==> src/rtl/idlk_pkg.sv <==
// ============================================================================
// idlk_pkg
// Shared types and constants for the idle, dim and lock controller.
// ============================================================================
`default_nettype none

package idlk_pkg;

    // Field widths
    localparam int CMD_W    = 3;
    localparam int RISE_W   = 12;
    localparam int SPEED_W  = 16;
    localparam int START_W  = 12;
    localparam int DIGIT_W  = 4;
    localparam int LIMIT_W  = 16;
    localparam int CLAMP_W  = LIMIT_W + 1;
    localparam int CODE_W   = 16;
    localparam int ENTRY_W  = 3;
    localparam int CFG_IDX_W = 3;

    // Stream widths
    localparam int S_TDATA_W = 48;
    localparam int S_TUSER_W = CMD_W;
    localparam int M_TDATA_W = 16;

    // Default idle counter width
    localparam int COUNT_W_DEF = 16;

    // Command codes
    localparam logic [CMD_W-1:0] CMD_TICK  = 3'd0;
    localparam logic [CMD_W-1:0] CMD_SEAT  = 3'd1;
    localparam logic [CMD_W-1:0] CMD_SWIPE = 3'd2;
    localparam logic [CMD_W-1:0] CMD_DIGIT = 3'd3;
    localparam logic [CMD_W-1:0] CMD_LOCK  = 3'd4;

    // Register indexes
    localparam logic [CFG_IDX_W-1:0] REG_LOCK_ENABLE  = 3'd0;
    localparam logic [CFG_IDX_W-1:0] REG_DIM_LIMIT    = 3'd1;
    localparam logic [CFG_IDX_W-1:0] REG_LOCK_LIMIT   = 3'd2;
    localparam logic [CFG_IDX_W-1:0] REG_OFF_LIMIT    = 3'd3;
    localparam logic [CFG_IDX_W-1:0] REG_CODE_PRESENT = 3'd4;
    localparam logic [CFG_IDX_W-1:0] REG_CODE_DIGITS  = 3'd5;

    // Register reset values
    localparam logic [LIMIT_W-1:0] DIM_LIMIT_RST  = 16'd8;
    localparam logic [LIMIT_W-1:0] LOCK_LIMIT_RST = 16'd20;
    localparam logic [LIMIT_W-1:0] OFF_LIMIT_RST  = 16'd120;

    // Swipe acceptance thresholds
    localparam logic [RISE_W-1:0]  SWIPE_MIN_RISE  = 12'd150;
    localparam logic [SPEED_W-1:0] SWIPE_MIN_SPEED = 16'd900;
    localparam logic [START_W-1:0] SWIPE_ZONE      = 12'd200;
    localparam logic [DIGIT_W-1:0] DIGIT_MAX       = 4'd9;
    localparam logic [ENTRY_W-1:0] CODE_LEN        = 3'd4;

    typedef enum logic [1:0] {
        PH_ACTIVE = 2'd0,
        PH_DIMMED = 2'd1,
        PH_LOCKED = 2'd2,
        PH_OFF    = 2'd3
    } phase_t;

    typedef struct packed {
        logic [CMD_W-1:0]   command;
        logic [RISE_W-1:0]  swipe_rise;
        logic [SPEED_W-1:0] swipe_speed;
        logic [START_W-1:0] start_above_bottom;
        logic [DIGIT_W-1:0] digit_value;
    } item_t;

    // Active configuration with limits already clamped
    typedef struct packed {
        logic               enable;
        logic               code_present;
        logic [CODE_W-1:0]  code_digits;
        logic [CLAMP_W-1:0] dim_lim;
        logic [CLAMP_W-1:0] lock_lim;
        logic [CLAMP_W-1:0] off_lim;
    } cfg_t;

    typedef struct packed {
        phase_t             phase;
        logic               secure;
        logic               keypad;
        logic [ENTRY_W-1:0] count;
        logic [CODE_W-1:0]  digits;
        logic               mismatch;
    } state_t;

endpackage

`default_nettype wire

==> src/rtl/idle_dim_lock_passcode_fsm_core.sv <==
// ============================================================================
// idle_dim_lock_passcode_fsm_core
// Idle, dim and lock controller with a four-digit passcode keypad.
// ============================================================================
// Pipeline: two register stages, the input register and then the result
// register; a request's result shows on m_ from the result register.
// Throughput: one request per cycle unless m_tready stalls; the state update
// is a single pass of compare and small add logic between the two registers.
// Reset: aresetn clears the pipeline, the session state and the registers.
`default_nettype none

module idle_dim_lock_passcode_fsm_core #(
    parameter int COUNT_WIDTH = idlk_pkg::COUNT_W_DEF
) (
    input  wire logic                            aclk,
    input  wire logic                            aresetn,
    // Configuration write port
    input  wire logic                            cfg_wr_en,
    input  wire logic [idlk_pkg::CFG_IDX_W-1:0]  cfg_wr_index,
    input  wire logic [idlk_pkg::LIMIT_W-1:0]    cfg_wr_data,
    // Request stream
    input  wire logic                            s_tvalid,
    output logic                                 s_tready,
    // [11:0] swipe_rise, [27:12] swipe_speed, [39:28] start_above_bottom,
    // [43:40] digit_value, [47:44] zero
    input  wire logic [idlk_pkg::S_TDATA_W-1:0]  s_tdata,
    // [2:0] command
    input  wire logic [idlk_pkg::S_TUSER_W-1:0]  s_tuser,
    // Result stream
    output logic                                 m_tvalid,
    input  wire logic                            m_tready,
    // [1:0] phase_now, [2] secure_session, [3] keypad_shown,
    // [6:4] digits_entered, [7] wrong_code, [8] unlock_pulse, [15:9] zero
    output logic [idlk_pkg::M_TDATA_W-1:0]       m_tdata
);
    import idlk_pkg::*;

    cfg_t                   cfg;
    logic                   clear_req;

    logic                   in_valid_reg;
    item_t                  in_item_reg;
    logic                   out_valid_reg;
    logic [M_TDATA_W-1:0]   out_data_reg;

    state_t                 state_reg;
    state_t                 state_next;
    logic [COUNT_WIDTH-1:0] idle_reg;
    logic [COUNT_WIDTH-1:0] idle_next;
    logic                   pulse;
    logic                   advance;

    idlk_cfg u_cfg (
        .aclk      (aclk),
        .aresetn   (aresetn),
        .wr_en     (cfg_wr_en),
        .wr_index  (cfg_wr_index),
        .wr_data   (cfg_wr_data),
        .cfg       (cfg),
        .clear_req (clear_req)
    );

    idlk_step #(
        .COUNT_WIDTH (COUNT_WIDTH)
    ) u_step (
        .st        (state_reg),
        .idle      (idle_reg),
        .item      (in_item_reg),
        .cfg       (cfg),
        .st_next   (state_next),
        .idle_next (idle_next),
        .pulse     (pulse)
    );

    // Move a request from the input register into the result register
    assign advance  = in_valid_reg && (!out_valid_reg || m_tready);
    assign s_tready = !in_valid_reg || advance;
    assign m_tvalid = out_valid_reg;
    assign m_tdata  = out_data_reg;

    // Capture incoming requests
    always_ff @(posedge aclk) begin
        if (!aresetn) begin
            in_valid_reg <= 1'b0;
        end else if (s_tready) begin
            in_valid_reg <= s_tvalid;
        end
    end

    always_ff @(posedge aclk) begin
        if (s_tvalid && s_tready) begin
            in_item_reg.command            <= s_tuser[CMD_W-1:0];
            in_item_reg.swipe_rise         <= s_tdata[11:0];
            in_item_reg.swipe_speed        <= s_tdata[27:12];
            in_item_reg.start_above_bottom <= s_tdata[39:28];
            in_item_reg.digit_value        <= s_tdata[43:40];
        end
    end

    // Hold session state; an enable toggle clears it
    always_ff @(posedge aclk) begin
        if (!aresetn || clear_req) begin
            state_reg <= '{phase: PH_ACTIVE, default: '0};
            idle_reg  <= '0;
        end else if (advance) begin
            state_reg <= state_next;
            idle_reg  <= idle_next;
        end
    end

    // Result register
    always_ff @(posedge aclk) begin
        if (!aresetn) begin
            out_valid_reg <= 1'b0;
        end else if (advance) begin
            out_valid_reg <= 1'b1;
        end else if (m_tready) begin
            out_valid_reg <= 1'b0;
        end
    end

    always_ff @(posedge aclk) begin
        if (advance) begin
            out_data_reg <= {7'd0, pulse, state_next.mismatch, state_next.count,
                             state_next.keypad, state_next.secure, state_next.phase};
        end
    end

    // Keypad is only ever up inside a locked session
    a_keypad_secure: assert property (@(posedge aclk) disable iff (!aresetn)
        state_reg.keypad |-> state_reg.secure)
        else $error("keypad shown outside a locked session");

    // Entry buffer drops back to empty on the fourth digit
    a_entry_short: assert property (@(posedge aclk) disable iff (!aresetn)
        state_reg.count < CODE_LEN)
        else $error("entry count reached code length");

    // Disabled block rests in an unlocked active session
    a_disabled_idle: assert property (@(posedge aclk) disable iff (!aresetn)
        !cfg.enable |-> (state_reg.phase == PH_ACTIVE && !state_reg.secure))
        else $error("disabled block left the active phase");

    // An unlock result reports an unlocked active session
    a_unlock_result: assert property (@(posedge aclk) disable iff (!aresetn)
        (m_tvalid && m_tdata[8]) |-> (m_tdata[1:0] == PH_ACTIVE && !m_tdata[2]))
        else $error("unlock result with session still secure");

    // A request moved on updates the result register
    a_advance_valid: assert property (@(posedge aclk) disable iff (!aresetn)
        advance |=> out_valid_reg)
        else $error("result lost after advance");

endmodule

`default_nettype wire

==> src/rtl/idlk_cfg.sv <==
// ============================================================================
// idlk_cfg
// Configuration registers and clamping of the dim, lock and off limits.
// ============================================================================
`default_nettype none

module idlk_cfg (
    input  wire logic                            aclk,
    input  wire logic                            aresetn,
    input  wire logic                            wr_en,
    input  wire logic [idlk_pkg::CFG_IDX_W-1:0]  wr_index,
    input  wire logic [idlk_pkg::LIMIT_W-1:0]    wr_data,
    output idlk_pkg::cfg_t                       cfg,
    output logic                                 clear_req
);
    import idlk_pkg::*;

    logic               enable_reg;
    logic               code_present_reg;
    logic [CODE_W-1:0]  code_digits_reg;
    logic [LIMIT_W-1:0] dim_reg;
    logic [LIMIT_W-1:0] lock_reg;
    logic [LIMIT_W-1:0] off_reg;

    logic [CLAMP_W-1:0] dim_c;
    logic [CLAMP_W-1:0] lock_c;
    logic [CLAMP_W-1:0] off_c;

    // Hold register writes
    always_ff @(posedge aclk) begin
        if (!aresetn) begin
            enable_reg       <= 1'b0;
            code_present_reg <= 1'b0;
            code_digits_reg  <= '0;
            dim_reg          <= DIM_LIMIT_RST;
            lock_reg         <= LOCK_LIMIT_RST;
            off_reg          <= OFF_LIMIT_RST;
        end else if (wr_en) begin
            case (wr_index)
                REG_LOCK_ENABLE:  enable_reg       <= wr_data[0];
                REG_DIM_LIMIT:    dim_reg          <= wr_data;
                REG_LOCK_LIMIT:   lock_reg         <= wr_data;
                REG_OFF_LIMIT:    off_reg          <= wr_data;
                REG_CODE_PRESENT: code_present_reg <= wr_data[0];
                REG_CODE_DIGITS:  code_digits_reg  <= wr_data;
                default: ;
            endcase
        end
    end

    // Toggling the enable wipes the session state
    assign clear_req = wr_en && (wr_index == REG_LOCK_ENABLE) && (wr_data[0] != enable_reg);

    // Force strictly increasing limits
    always_comb begin
        dim_c  = (dim_reg == '0) ? CLAMP_W'(1) : {1'b0, dim_reg};
        lock_c = ({1'b0, lock_reg} > dim_c) ? {1'b0, lock_reg} : dim_c + CLAMP_W'(1);
        off_c  = ({1'b0, off_reg} > lock_c) ? {1'b0, off_reg} : lock_c + CLAMP_W'(1);
    end

    always_comb begin
        cfg.enable       = enable_reg;
        cfg.code_present = code_present_reg;
        cfg.code_digits  = code_digits_reg;
        cfg.dim_lim      = dim_c;
        cfg.lock_lim     = lock_c;
        cfg.off_lim      = off_c;
    end

endmodule

`default_nettype wire

==> src/rtl/idlk_step.sv <==
// ============================================================================
// idlk_step
// Next-state logic for one request: phase changes, swipe and keypad handling.
// ============================================================================
`default_nettype none

module idlk_step #(
    parameter int COUNT_WIDTH = idlk_pkg::COUNT_W_DEF
) (
    input  wire idlk_pkg::state_t       st,
    input  wire logic [COUNT_WIDTH-1:0] idle,
    input  wire idlk_pkg::item_t        item,
    input  wire idlk_pkg::cfg_t         cfg,
    output idlk_pkg::state_t         st_next,
    output logic [COUNT_WIDTH-1:0]   idle_next,
    output logic                     pulse
);
    import idlk_pkg::*;

    localparam int CMP_W = (COUNT_WIDTH > CLAMP_W) ? COUNT_WIDTH : CLAMP_W;

    logic [COUNT_WIDTH-1:0] idle_inc;
    logic [CMP_W-1:0]       idle_cmp;
    logic                   swipe_ok;
    logic                   locked_view;
    logic [CODE_W-1:0]      digits_app;
    logic [ENTRY_W-1:0]     count_app;

    // Saturating increment and compare operand
    always_comb begin
        idle_inc = (&idle) ? idle : idle + COUNT_WIDTH'(1);
        idle_cmp = CMP_W'(idle_inc);
    end

    // Swipe gesture and keypad entry terms
    always_comb begin
        swipe_ok    = (item.start_above_bottom <= SWIPE_ZONE) &&
                      ((item.swipe_rise > SWIPE_MIN_RISE) ||
                       (item.swipe_speed > SWIPE_MIN_SPEED));
        locked_view = st.secure && (st.phase == PH_LOCKED);
        if (st.count < CODE_LEN) begin
            digits_app = {st.digits[CODE_W-DIGIT_W-1:0], item.digit_value};
            count_app  = st.count + ENTRY_W'(1);
        end else begin
            digits_app = st.digits;
            count_app  = st.count;
        end
    end

    always_comb begin
        st_next   = st;
        idle_next = idle;
        pulse     = 1'b0;
        if (cfg.enable) begin
            case (item.command)
                CMD_TICK: begin
                    idle_next = idle_inc;
                    if (!st.secure) begin
                        if (idle_cmp >= CMP_W'(cfg.lock_lim)) begin
                            st_next.secure   = 1'b1;
                            st_next.phase    = PH_LOCKED;
                            st_next.keypad   = 1'b0;
                            st_next.count    = '0;
                            st_next.digits   = '0;
                            st_next.mismatch = 1'b0;
                        end else if (idle_cmp >= CMP_W'(cfg.dim_lim) &&
                                     st.phase == PH_ACTIVE) begin
                            st_next.phase = PH_DIMMED;
                        end
                    end else if (idle_cmp >= CMP_W'(cfg.off_lim) && st.phase == PH_LOCKED) begin
                        st_next.phase = PH_OFF;
                    end
                end
                CMD_SEAT, CMD_SWIPE, CMD_DIGIT: begin
                    // Seat activity wakes the screen first
                    idle_next = '0;
                    if (!st.secure) begin
                        st_next.phase = PH_ACTIVE;
                    end else if (st.phase == PH_OFF) begin
                        st_next.phase  = PH_LOCKED;
                        st_next.keypad = 1'b0;
                        st_next.count  = '0;
                        st_next.digits = '0;
                    end
                    if (item.command == CMD_SWIPE && locked_view && !st.keypad) begin
                        if (swipe_ok) begin
                            if (cfg.code_present) begin
                                st_next.keypad   = 1'b1;
                                st_next.count    = '0;
                                st_next.digits   = '0;
                                st_next.mismatch = 1'b0;
                            end else begin
                                st_next.secure   = 1'b0;
                                st_next.phase    = PH_ACTIVE;
                                st_next.keypad   = 1'b0;
                                st_next.count    = '0;
                                st_next.digits   = '0;
                                st_next.mismatch = 1'b0;
                                pulse            = 1'b1;
                            end
                        end
                    end else if (item.command == CMD_DIGIT && locked_view && st.keypad &&
                                 item.digit_value <= DIGIT_MAX) begin
                        st_next.digits = digits_app;
                        st_next.count  = count_app;
                        if (st.count < CODE_LEN) begin
                            st_next.mismatch = 1'b0;
                        end
                        // Full code typed: compare all four digits
                        if (count_app >= CODE_LEN) begin
                            if (digits_app == cfg.code_digits) begin
                                st_next.secure   = 1'b0;
                                st_next.phase    = PH_ACTIVE;
                                st_next.keypad   = 1'b0;
                                st_next.count    = '0;
                                st_next.digits   = '0;
                                st_next.mismatch = 1'b0;
                                idle_next        = '0;
                                pulse            = 1'b1;
                            end else begin
                                st_next.mismatch = 1'b1;
                                st_next.count    = '0;
                                st_next.digits   = '0;
                            end
                        end
                    end
                end
                CMD_LOCK: begin
                    if (!st.secure) begin
                        st_next.secure   = 1'b1;
                        st_next.phase    = PH_LOCKED;
                        st_next.keypad   = 1'b0;
                        st_next.count    = '0;
                        st_next.digits   = '0;
                        st_next.mismatch = 1'b0;
                    end
                end
                default: ;
            endcase
        end
    end

endmodule

`default_nettype wire
==> config.mk <==
export PLATFORM = sky130hd
export DESIGN_NAME = idle_dim_lock_passcode_fsm_core
export DESIGN_NICKNAME = d
export VERILOG_FILES = /design/src/rtl/idlk_pkg.sv /design/src/rtl/idle_dim_lock_passcode_fsm_core.sv /design/src/rtl/idlk_cfg.sv /design/src/rtl/idlk_step.sv
export SDC_FILE = /design/constraint.sdc
export NUM_CORES = 1
export LEC_CHECK = 0
export ABC_AREA = 0
export BUFFER_PORTS_ARGS = -buffer_cell sky130_fd_sc_hd__buf_2
export CAP_MARGIN = 10
export CORE_ASPECT_RATIO = 0.5
export CORE_MARGIN = 3
export CORE_UTILIZATION = 60
export DETAILED_ROUTE_END_ITERATION = 8
export PLACE_DENSITY = 0.81
export SKIP_LAST_GASP = 1
export SLEW_MARGIN = 20
export SYNTH_ARGS = -nofsm -noshare
export SYNTH_HDL_FRONTEND = slang
export SYNTH_SLANG_ARGS = --single-unit
==> constraint.sdc <==
create_clock -name aclk -period 9.6 [get_ports aclk]
set_input_delay 0.96 -clock aclk [delete_from_list [all_inputs] [get_ports aclk]]
set_output_delay 0.96 -clock aclk [all_outputs]
set_load 0.03 [all_outputs]
==> results.md <==
- Outcome: finished, final reports clean
- TritonCTS Buffers: 17
- Final Hold Viols: 0
- Yosys reg bits: 164
- Post-synthesis cell count: 1,106
- Worst stage delay on the critical path: 0.88 ns
- Synth warnings: 0
- Total negative slack: 0 ns
- Routed wire per std cell: 18.1 um
- Mean instance size in the synthesized netlist: 8.94 sq um
- Crit start category: flip-flop
- Routed Wire Length: 25,200 um
- Maximum capacitance violations: 0
- Largest register FFs: 47
- Pwr/cell area: 160 mW/mm^2
- Total global routing track utilization: 27.7%
- CTS-repair resized insts: 0
- Count of TritonRoute iterations in the first routing pass: 5
- Total vias in the final route: 8,546
- Count of H-tree levels built during CTS: 4
- Main synth FF type: dfxtp_1
- Quantity of I/O buffers inserted on ports: 81
- Maximum buffer depth of the clock tree: 2
- Starting density of the core: 62.7%
- Full die area: 0.0182 sq mm
- DR iter-0 viols: 842
- Multi-input combinational cell area: 0.00572 sq mm
- Cell at the slowest stage of the critical path: and3_1
- Final worst clock skew: 0.00995 ns
- Layout net count: 1,318
- Static leakage power: 4.26 nW
- Time the worst path needs with I/O delays and setup: 7.54 ns
- Buffer cell driving the clock tree root: clkbuf_16
- Worst-path maximum fanout: 40
- Height of the chip: 96.8 um
- Core ar.: 0.0158 sq mm
- I/O pin count: 93
- Worst EP required: 9.76 ns
- Area of the mapped netlist: 0.00989 sq mm
- Transition time at the pin with the least slew margin: 1.11 ns
- Setup repair after global routing missed its margin: no
- Worst supply voltage drop on vdd: 0.000163 V
- Clock tree from TritonCTS: built
- Sequential area share after synthesis: 38.9%
- Post-layout util: 69.4%
- Share of the clock period used by the worst path after layout: 78.5%
- Area growth syn-to-layout: 10.7%
- Number of synthesized flops with an enable pin: 56
- Kind of end point of the critical path: flip-flop
- Final count of negative-setup-slack endpoints: 0
- Global placer's final weighted congestion: 0.942
- Worst hold-check path type: reg2reg
- DRC errors left: 0
- Count of clock tree sinks: 164
- Setup slack after placement: 2.41 ns
- Number of global-route vias before repair: 8,222
- Setup slack after layout: 2.06 ns
- Horiz. Die Dim: 188 um
- Gr ovfl total: 0
- Maximum number of pins on one net before global-route repair: 70
- Count of different cell masters after synthesis: 76
- Global-route wire length before repair: 40,800 um
- Clock edge transition at the registers on the reported setup and hold paths: 0.07 ns
- Max Transition Viols Final: 0
- Seq. cell area: 0.00384 sq mm
- Post-route antenna net violation count: 0
- Fill cell total of the finished layout: 1,199
- Share of post-route cells with drive strength above 1: 12.2%
- Hold slack final: 0.485 ns
- Setup bufs post-CTS: 0
- Peak clock frequency supported by timing: 0.133 GHz
- Detailed Place HPWL: 18,900 um
- Data arrival time of the critical path: 7.70 ns
- Number of antenna violations at the first check in global routing: 0
- Worst Setup Path Type: reg2reg
- Setup slack on the worst flop-to-flop path: 2.06 ns
- Count of hold-fix buffers inserted at cts: 0
- Diodes inserted: 0
- Number of vias per cell: 6.13
- Std-Cell Rows: 32
- Clock network latency to the later pin of the worst-skew pair: 0.43 ns
- Post-synthesis async set-or-reset flop share: 0%
- Tightest slew margin relative to the limit: 25.6%
==> placed cells by master (no fill, tap or decap), types with 18 or more instances in the layout <==
cell        n
nand2_1   213
dfxtp_1   108
ha_1       82
buf_2      81
nor2_1     64
a21boi_0   59
edfxtp_1   56
a21oi_1    46
o21ai_0    40
xnor2_1    37
nand3_1    36
mux2i_1    34
inv_1      30
nor3_1     24
xor2_1     21
nor4_1     18
==> worst max-delay path: cells and delay by family, from the launching register on <==
kind / cells / cell delay [ns]
AO/OA/AOI/OAI: 12 / 2.23
adder cells (fa/ha/maj): 3 / 0.94
buffers and inverters: 1 / 0.18
flip-flops: 1 / 0.53
multiplexers: 1 / 0.67
AND/OR/NAND/NOR: 9 / 2.70
==> where the power goes <==
group	leakage (nW)	internal (W)	switching [W]
clock network	0.286	0.000348	0.000323
registers	1.42	0.000739	0.0000134
logic	2.55	0.000127	0.000203
total	4.26	0.00121	0.000539
==> through the flow <==
stage                     instances  power (W)  area [sq um]
after floorplan                1112    0.00101          9910
after global placement         1363    0.00107         10400
after detailed placement       1363    0.00109         10400
after CTS                      1395    0.00175         10900
after global routing           1395    0.00183         10900
final                          1395    0.00175         10900
==> path summary, 6_finish.rpt <==
| path | startpoint | cells after the start | end |
|---|---|---|---|
| min reg2reg | state_reg[15] | 1 | state_reg[15] |
| max reg2reg | u_cfg.dim_reg[15] | 26 | m_tdata[0] |
| max | u_cfg.dim_reg[15] | 26 | m_tdata[0] |
| min | state_reg[15] | 1 | state_reg[15] |
==> kinds of logic after synthesis <==
group / share of synthesized area (%)
multiplexers: 4.21
other: 0.0379
flip-flops: 38.9
buffers and inverters: 3.64
adder cells (fa/ha/maj): 10.4
XOR/XNOR: 5.14
AO/OA/AOI/OAI: 17.2
AND/OR/NAND/NOR: 20.5
==> cells in the mapped netlist (all sizes together), types with 18 or more instances <==
cell type | instances | area share, %
nand2 | 213 | 8.1
dfxtp | 108 | 22
ha | 82 | 10
nor2 | 65 | 2.5
a21boi | 59 | 4.5
edfxtp | 56 | 17
a21oi | 46 | 2.3
o21ai | 44 | 2.3
xnor2 | 37 | 3.3
mux2i | 36 | 3.7
nand3 | 36 | 1.8
clkbuf | 34 | 1.3
inv | 30 | 1.1
nor3 | 26 | 1.4
nor4 | 21 | 1.5
xor2 | 21 | 1.9
buf | 18 | 1.2
nand4 | 18 | 1.2
==> final cells by class <==
| type | count | share of cell area, % |
|---|---|---|
| clock buffers | 17 | 3.89 |
| clock inverters | 15 | 1.43 |
| inverters | 30 | 1.03 |
| multi-input cells | 866 | 52.2 |
| flip-flops and latches | 164 | 35.1 |
| well taps | 221 | 2.53 |
| repair buffers | 82 | 3.77 |
==> metal layers <==
layer	up-vias	global-route usage (%)	part of all wire, %
met5	-	0	0
met4	0	10.5	2.7
met3	62	7.57	9.5
met2	400	43.0	44
met1	4010	37.0	44
li1	4074	-	-
No activity file was read; power rests on OpenSTA's default activity.
